<file path="src/smpq_pkg.sv">
// ----------------------------------------------------------------------------
// smpq_pkg
// Shared types and constants for the stable minimum-first priority queue.
// ----------------------------------------------------------------------------
package smpq_pkg;

  // Number of slots in the queue
  localparam int QUEUE_DEPTH = 16;
  // Width of the internal entry counter (holds 0..QUEUE_DEPTH)
  localparam int CNT_W       = $clog2(QUEUE_DEPTH + 1);
  // Width of the reported entry count
  localparam int ECNT_W      = 5;
  localparam int DATA_W      = 32;
  localparam int PRIO_W      = 32;

  // Operation codes carried in the input item
  localparam logic [1:0] MODE_ENQ = 2'd0;
  localparam logic [1:0] MODE_DEQ = 2'd1;
  localparam logic [1:0] MODE_CLR = 2'd2;

  // Decoded operation issued by the controller to the datapath
  typedef enum logic [2:0] {
    OP_NOP,
    OP_PUSH,
    OP_POP,
    OP_CLEAR,
    OP_DROP
  } op_t;

  // Output register state
  typedef enum logic {
    OUT_EMPTY,
    OUT_FULL
  } out_state_t;

  typedef struct packed {
    logic exec;
    op_t  op;
  } smpq_cmd_t;

  typedef struct packed {
    logic full;
    logic empty;
  } smpq_status_t;

endpackage

</file>
<file path="src/smpq_ctrl.sv">
// ----------------------------------------------------------------------------
// smpq_ctrl
// Handshake controller: decodes the transaction mode and tracks the result.
// ----------------------------------------------------------------------------
module smpq_ctrl
  import smpq_pkg::*;
(
  input  logic         clk,
  input  logic         rst,
  input  logic         in_valid,
  output logic         in_ready,
  input  logic [1:0]   mode,
  output logic         out_valid,
  input  logic         out_ready,
  input  smpq_status_t status,
  output smpq_cmd_t    cmd
);

  out_state_t state, state_next;
  logic       in_fire;
  logic       out_fire;

  assign in_fire  = in_valid && in_ready;
  assign out_fire = out_valid && out_ready;

  always_ff @(posedge clk) begin
    if (rst) begin
      state <= OUT_EMPTY;
    end else begin
      state <= state_next;
    end
  end

  // Next state
  always_comb begin
    state_next = state;
    case (state)
      OUT_EMPTY: begin
        if (in_fire) state_next = OUT_FULL;
      end
      OUT_FULL: begin
        if (in_fire) begin
          state_next = OUT_FULL;
        end else if (out_fire) begin
          state_next = OUT_EMPTY;
        end
      end
      default: state_next = OUT_EMPTY;
    endcase
  end

  // Outputs
  always_comb begin
    in_ready  = 1'b0;
    out_valid = 1'b0;
    case (state)
      OUT_EMPTY: begin
        in_ready = 1'b1;
      end
      OUT_FULL: begin
        out_valid = 1'b1;
        in_ready  = out_ready;
      end
      default: begin
        in_ready  = 1'b0;
        out_valid = 1'b0;
      end
    endcase

    cmd.exec = in_valid && in_ready;
    case (mode)
      MODE_ENQ: cmd.op = status.full ? OP_DROP : OP_PUSH;
      MODE_DEQ: cmd.op = status.empty ? OP_NOP : OP_POP;
      MODE_CLR: cmd.op = OP_CLEAR;
      default:  cmd.op = OP_NOP;
    endcase
  end

endmodule

</file>
<file path="src/smpq_datapath.sv">
// ----------------------------------------------------------------------------
// smpq_datapath
// Sorted slot array with parallel compare and shift, count and drop flag.
// ----------------------------------------------------------------------------
module smpq_datapath
  import smpq_pkg::*;
(
  input  logic                     clk,
  input  logic                     rst,
  input  smpq_cmd_t                cmd,
  input  logic signed [DATA_W-1:0] item_data,
  input  logic signed [PRIO_W-1:0] item_priority,
  output smpq_status_t             status,
  output logic                     head_valid,
  output logic signed [DATA_W-1:0] head_data,
  output logic signed [PRIO_W-1:0] head_priority,
  output logic [ECNT_W-1:0]        entry_count,
  output logic                     overflow
);

  logic signed [DATA_W-1:0] slot_data     [QUEUE_DEPTH];
  logic signed [PRIO_W-1:0] slot_priority [QUEUE_DEPTH];
  logic [CNT_W-1:0]         count, count_next;
  logic                     dropped;
  logic [QUEUE_DEPTH-1:0]   stay;  // slot is occupied and stays ahead of the new entry
  logic                     shift_en;

  assign shift_en = cmd.exec && ((cmd.op == OP_PUSH) || (cmd.op == OP_POP));

  genvar i;
  generate
    for (i = 0; i < QUEUE_DEPTH; i++) begin : g_cell
      logic signed [DATA_W-1:0] d_next;
      logic signed [PRIO_W-1:0] p_next;
      logic                     take_new;

      assign stay[i] = (CNT_W'(i) < count) && (slot_priority[i] <= item_priority);

      if (i == 0) begin : g_first
        assign take_new = 1'b1;
      end else begin : g_rest
        assign take_new = stay[i-1];
      end

      always_comb begin
        d_next = slot_data[i];
        p_next = slot_priority[i];
        if (cmd.op == OP_PUSH) begin
          if (stay[i]) begin
            d_next = slot_data[i];
            p_next = slot_priority[i];
          end else if (take_new) begin
            d_next = item_data;
            p_next = item_priority;
          end else begin
            d_next = slot_data[(i == 0) ? 0 : i - 1];
            p_next = slot_priority[(i == 0) ? 0 : i - 1];
          end
        end else if (cmd.op == OP_POP) begin
          d_next = slot_data[(i == QUEUE_DEPTH - 1) ? i : i + 1];
          p_next = slot_priority[(i == QUEUE_DEPTH - 1) ? i : i + 1];
        end
      end

      always_ff @(posedge clk) begin
        if (shift_en) begin
          slot_data[i]     <= d_next;
          slot_priority[i] <= p_next;
        end
      end
    end
  endgenerate

  always_comb begin
    count_next = count;
    case (cmd.op)
      OP_PUSH:  count_next = count + CNT_W'(1);
      OP_POP:   count_next = count - CNT_W'(1);
      OP_CLEAR: count_next = '0;
      default:  count_next = count;
    endcase
  end

  always_ff @(posedge clk) begin
    if (rst) begin
      count   <= '0;
      dropped <= 1'b0;
    end else if (cmd.exec) begin
      count   <= count_next;
      dropped <= (cmd.op == OP_DROP);
    end
  end

  assign status.full  = (count == CNT_W'(QUEUE_DEPTH));
  assign status.empty = (count == '0);

  assign head_valid    = !status.empty;
  assign head_data     = head_valid ? slot_data[0] : '0;
  assign head_priority = head_valid ? slot_priority[0] : '0;
  assign entry_count   = ECNT_W'(count);
  assign overflow      = dropped;

endmodule

</file>
<file path="src/stable_min_priority_queue.sv">
// ----------------------------------------------------------------------------
// stable_min_priority_queue
// Bounded minimum-first priority queue, stable among equal priorities.
// ----------------------------------------------------------------------------
// Usage:
//   Input channel (in_valid/in_ready) carries one transaction: mode selects
//   enqueue, dequeue of the head, or clear. item_data and item_priority are
//   used by enqueue only. Any other mode is a no-op that still reports.
//   Output channel (out_valid/out_ready) returns one transaction per input:
//   the head entry after the operation (data and priority 0 when empty),
//   the entry count, and overflow for an enqueue dropped on a full queue.
//   Latency: the result is shown the cycle after the input is accepted.
//   Throughput: one transaction per cycle while out_ready is high; all slots
//   compare against the new priority in parallel and shift by one place at
//   once, and the output register is refilled in the same cycle it is taken.
//   When the receiver stalls, the result holds and in_ready follows
//   out_ready, so at most one result is ever waiting.
//   Reset empties the queue and drops any waiting result; slot contents are
//   not cleared, since only occupied slots are ever read.
// ----------------------------------------------------------------------------
module stable_min_priority_queue
  import smpq_pkg::*;
(
  input  logic                     clk,
  input  logic                     rst,
  input  logic                     in_valid,
  output logic                     in_ready,
  input  logic [1:0]               mode,
  input  logic signed [DATA_W-1:0] item_data,
  input  logic signed [PRIO_W-1:0] item_priority,
  output logic                     out_valid,
  input  logic                     out_ready,
  output logic                     head_valid,
  output logic signed [DATA_W-1:0] head_data,
  output logic signed [PRIO_W-1:0] head_priority,
  output logic [ECNT_W-1:0]        entry_count,
  output logic                     overflow
);

  smpq_cmd_t    cmd;
  smpq_status_t status;

  // Controller: handshake and operation decode
  smpq_ctrl u_ctrl (
    .clk       (clk),
    .rst       (rst),
    .in_valid  (in_valid),
    .in_ready  (in_ready),
    .mode      (mode),
    .out_valid (out_valid),
    .out_ready (out_ready),
    .status    (status),
    .cmd       (cmd)
  );

  // Datapath: sorted slots; result fields come straight from its registers,
  // which only change when a new transaction is accepted
  smpq_datapath u_dp (
    .clk           (clk),
    .rst           (rst),
    .cmd           (cmd),
    .item_data     (item_data),
    .item_priority (item_priority),
    .status        (status),
    .head_valid    (head_valid),
    .head_data     (head_data),
    .head_priority (head_priority),
    .entry_count   (entry_count),
    .overflow      (overflow)
  );

endmodule

</file>
<file path="config.mk">
export PLATFORM = sky130hd
export DESIGN_NAME = stable_min_priority_queue
export DESIGN_NICKNAME = d
export VERILOG_FILES = /design/src/smpq_pkg.sv /design/src/smpq_ctrl.sv /design/src/smpq_datapath.sv /design/src/stable_min_priority_queue.sv
export SDC_FILE = /design/constraint.sdc
export NUM_CORES = 2
export LEC_CHECK = 0
export ABC_AREA = 0
export BUFFER_PORTS_ARGS = -buffer_cell sky130_fd_sc_hd__clkbuf_2
export CAP_MARGIN = 20
export CORE_MARGIN = 2
export CORE_UTILIZATION = 25
export CTS_BUF_LIST = sky130_fd_sc_hd__clkbuf_2
export DETAILED_ROUTE_END_ITERATION = 16
export PLACE_DENSITY = 0.43
export SYNTH_ARGS = -nofsm -noshare
export SYNTH_HDL_FRONTEND = slang
export SYNTH_SLANG_ARGS = --single-unit
export TNS_END_PERCENT = 30
</file>
<file path="constraint.sdc">
create_clock -name clk -period 6.6 [get_ports clk]
set_input_delay 1.32 -clock clk [delete_from_list [all_inputs] [get_ports clk]]
set_output_delay 1.32 -clock clk [all_outputs]
set_load 0.05 [all_outputs]
</file>
# Word-level counts from Yosys, hierarchy flattened
# Memory sizes are Yosys's and may differ from the RTL's.
# Index checks and enable logic that the tools add are counted.
# classes
addsub	2
order_cmp	32
eq_ne	7
muxes	138
bitwise	1
n_reduce_logical	25
# op_table
cell	count
32-bit 2-to-1 mux	126
32-bit less-or-equal comparator	16
4-bit by 5-bit less-than comparator with 1-bit output, first input constant	8
3-bit by 5-bit less-than comparator with 1-bit output, first input constant	4
1-bit logical AND	19
5-bit one-hot mux with 3 select lines	1
1-bit by 5-bit less-than comparator with 1-bit output, first input constant	2
2-bit by 5-bit less-than comparator with 1-bit output, first input constant	2
3-bit one-hot mux with 3 select lines	1
3-bit by 2-bit == test with 1-bit output, second input constant	2
1-bit 2-to-1 mux	6
5-bit by 1-bit adder with 5-bit output, second input constant	1
5-bit == test, second input constant	1
5-bit zero test	1
5-bit by 1-bit subtractor with 5-bit output, second input constant	1
1-bit one-hot mux with 2 select lines	2
3-bit by 1-bit == test with 1-bit output, second input constant	1
3-bit == test, second input constant	1
3-bit 2-to-1 mux	1
3-bit nonzero test	1
2-bit by 1-bit == test with 1-bit output, second input constant	1
2-bit == test, second input constant	1
2-bit zero test	1
2-bit 2-to-1 mux	1
other kinds (4)	4
# word_totals
regBits	7
ram_bits	1024
elab_cells	210
n_memories	2
# memory_table
name	depth	word_bits	rd	rd_clocked_by_memory_dff	write_ports	line	rtl
u_dp.slot_data	16	32	16	0	16	smpq_datapath.sv:21	logic signed [DATA_W-1:0] slot_data [QUEUE_DEPTH];
u_dp.slot_priority	16	32	16	0	16	smpq_datapath.sv:22	logic signed [PRIO_W-1:0] slot_priority [QUEUE_DEPTH];

# Logic depth before layout (Yosys ltp)
# depth
word_depth	8
depth_mapped	12
mapped_depth_nobuf	10

# Cells and area by module
# Synthesis repeated with hierarchy kept, for this count alone.
# hier_totals
hier_cells	5922
area_unflattened_um2	63684.8
# modules_own_cells
module	instances	cells_each	area_per_inst_um2	seq_area_each_um2
smpq_datapath	1	5911	63606.0	30869.6
smpq_ctrl	1	11	78.8	20.0

# Worst setup path before layout
# Ideal clock, no wire load.
# synth_timing
path_kind	input port to flip-flop
startpoint	input item_priority[29]
endpoint	memory u_dp.slot_data[1][0], enable pin
arrival_ns	6.482
t_required_ns	6.093
setup_slack_ns	-0.389
cell_stages	12
path_buffers	2
path_cell_list	inv_1 > ha_1 > a21o_1 > a21o_1 > a221oi_1 > o211a_1 > mux2i_1 > a211oi_2 > buf_4 > buf_6 > nor2_1 > a21oi_1
# synth_lines
element	line	rtl
start, declared	stable_min_priority_queue.sv:30	input logic signed [PRIO_W-1:0] item_priority,
end, declared	smpq_datapath.sv:21	

# Final worst setup path
# layout_timing
startpoint	register u_dp.count[1] (netlist: u_dp.entry_count[1])
endpoint	output head_valid
# layout_via
elab_chain_cells	2
# layout_rtl
element	line	rtl
start, declared	smpq_datapath.sv:23	logic [CNT_W-1:0] count, count_next;
start signal, assigned	smpq_datapath.sv:89	count <= count_next;
5-bit zero test	smpq_datapath.sv:95	assign status.empty = (count == '0);
1-bit zero test	smpq_datapath.sv:97	assign head_valid = !status.empty;
end, declared	stable_min_priority_queue.sv:33	output logic head_valid,
# No other way between the ends.

==> out/results.txt <==
post-synth cell types: 73
vias per cell: 5.37
vias in the first global route: 51722
share of layout cells above drive strength 1: 16.1%
Root Driver: clkbuf_2
asr flop ratio synth: 0%
die width: 505 um
instance area after placement: 67400 um2
Post-synth EDFFs: 1024
mux cell area share after synthesis: 2.32%
final hold slack: 0.241 ns
Yosys top cell area share: 48.9%
Top Family by Delay on Critical Path: buffers and inverters
Sink Count: 1031
area grow syn2layout: 12.5%
Rel. slew slack: 15.9%
Least-Margin Pin Slew: 1.26 ns
total power per unit cell area: 217 nW/um2
simple-gate area share of the yosys netlist: 18.6%
most used cell, CP: inv_1
CTS tree: built
H-tree levels: 5
pin count of the biggest net entering global routing: 200
Top FF cell, synth: edfxtp_1
WP data required: 5.28 ns
cts bufs inserted: 333
VDD IR max: 0.000194 V
std cell rows: 184
count leader, synth: nand2_1
Hold Crit Class: in2reg
clk_lat worst skew: 1.86 ns
largest family of logic cells by synthesized area: simple AND/OR/NAND/NOR gates
syn_nets: 6753
Max Cap Viol: 0
initial antenna violation count: 19
DRC Markers: 0
Mapped Area: 62900 um2
Nets: 6947
Pins Over Slew Limit: 0
critical path's largest stage delay: 0.71 ns
final instance area: 70700 um2
list of most frequent post-synthesis cells: nand2_1 (1304), edfxtp_1 (1024), nand3_1 (847)
starting density of the core: 25.1%
post-cts sizing count: 0
Worst setup SP type: flip-flop
Avg Synthesized Cell Area: 10.2 um2
gr usage total: 19.4%
drt total wl: 257 mm
Final period util: 90.8%
Buffers & Inverters on Critical Path: 5
Post-CTS Setup Inserts: 0
Final Wtd Congestion: 0.888
top cell type by total area after synthesis: edfxtp_1
setup violators final: 0
Ports: 143
Worst path slowest cell: nor2_4
Post-Synthesis Cells: 6168
grt total ovfl: 0
top cells by area, synth: edfxtp_1 (49%), ha_1 (10%), o211ai_1 (9.3%)
first-pass GRT wire length: 369 mm
Post-DRT Antenna Nets: 0
crit path DAT: 4.67 ns
Die Height: 505 um
post-synthesis compound-gate area fraction: 15.8%
total leakage power: 25.9 nW
Synth Area in XOR/XNOR: 0%
core area: 251000 um2
Fmax: 167 MHz
Final Skew: 0.142 ns
CP Cell Sequence: inv_1 > ha_1 > inv_1 > nor2_4 > buf_4 > inv_1 > clkbuf_2
clk slew on worst S/H paths: 0.09 ns
drt pass-1 iters: 6
final hold violations: 0
WL/cell: 26.0 um
port bufs: 142
Worst Path Max Fanout: 29
Vias: 53197
Seq cells post-synth: 1031
Post-Place Worst Slack: 0.917 ns
RSZ-0062 raised after global routing: false
outcome: finished, final reports clean
clock tree buffer depth: 4
Seq/Total Area, Yosys: 49.1%
kind of critical path: reg2out
Final WS setup: 0.608 ns
minimum clock period after layout: 5.99 ns
Synth Warn #: 0
DRT iter0 DRCs: 5464
post-synthesis adder-cell area fraction: 10.2%
Critical Path Sink Type: primary output
die area: 255000 um2
hold buffer count at cts: 72
DP HPWL: 162 mm
per-stage QoR:
stage | setup TNS, ns | util (%) | instances | total power [W]
global placement | 0 | 26.9 | 9300 | 0.0104
detailed placement | 0 | 26.9 | 9302 | 0.0105
CTS | 0 | 28.2 | 9891 | 0.0156
floorplan | -9.71 | - | 6168 | 0.00948
global route | 0 | 28.2 | 9902 | 0.0162
finish | 0 | 28.2 | 9906 | 0.0154
area by class of cell:
cell class / instances / area [um2]
clock inverters: 49 / 214
multi-input cells: 4552 / 29800
flip-flops and latches: 1031 / 30900
clock buffers: 468 / 2340
repair buffers: 363 / 2980
diodes: 14 / 35.0
well taps: 3348 / 4190
inverters: 81 / 304
fillers: 26414 / 180000
report_power, final:
group / internal, W / total [W] / switching (W)
logic: 0.000784 / 0.00255 / 0.00177
registers: 0.00759 / 0.00784 / 0.000246
clock network: 0.00189 / 0.00500 / 0.00310
metal layers:
metal,GRT usage [%],routed length (um),part of all wire (%)
met5,0,56,0.022
met4,6.32,8010,3.1
met3,3.34,16900,6.6
met2,30.3,116000,45
met1,27.1,117000,45
tightest hold or removal path, stage by stage:
cell and delay, ns:
clkbuf_2 0.14, buf_4 0.28, mux2_2 0.20
registers in the layout, indices dropped and copies added (netlist names):
signal              cells
u_ctrl.state            1
u_dp.slot_priority    512
u_dp.slot_data        512
u_dp.overflow           1
u_dp.entry_count        5
placed cells by master, fill, tap and decap left out, types with 7 or more instances in the layout:
cell type      count
nand2_1         1302
edfxtp_1        1024
nand3_1          845
o211ai_1         779
clkbuf_2         610
ha_1             515
a21oi_1          204
mux2_2           128
buf_4            113
nand4_1          111
nor2b_1           82
inv_1             81
dlygate4sd3_1     72
nor2_1            66
a22oi_1           65
o211ai_2          63
o21ai_0           57
a21o_1            54
nand3_2           45
clkinv_1          39
buf_12            33
a211oi_1          20
nor3_1            19
nor2_4            18
a221oi_1          17
nor4_1            16
diode_2           14
o221ai_1          13
and4_1             9
o21a_1             8
a2111oi_0          7
dfxtp_1            7
kinds of logic after synthesis:
kind of cell,after synthesis
AND/OR/NAND/NOR,2556
AO/OA/AOI/OAI,1351
flip-flops,1031
buffers and inverters,585
adder cells (fa/ha/maj),515
multiplexers,130
path summary, 6_finish.rpt:
check / start / endpoint / depth (start not counted) / slack (ns)
setup / recovery: u_dp.entry_count[1] / head_valid / 7 / 0.61
hold / removal: item_priority[0] / u_dp.slot_priority[15][0] / 3 / 0.24
setup reg to reg: u_dp.slot_priority[1][31] / u_dp.slot_data[2][9] / 11 / 2.03
hold reg to reg: u_dp.slot_data[15][11] / u_dp.slot_data[14][11] / 2 / 0.44
Power figures use the tool's default switching activity.
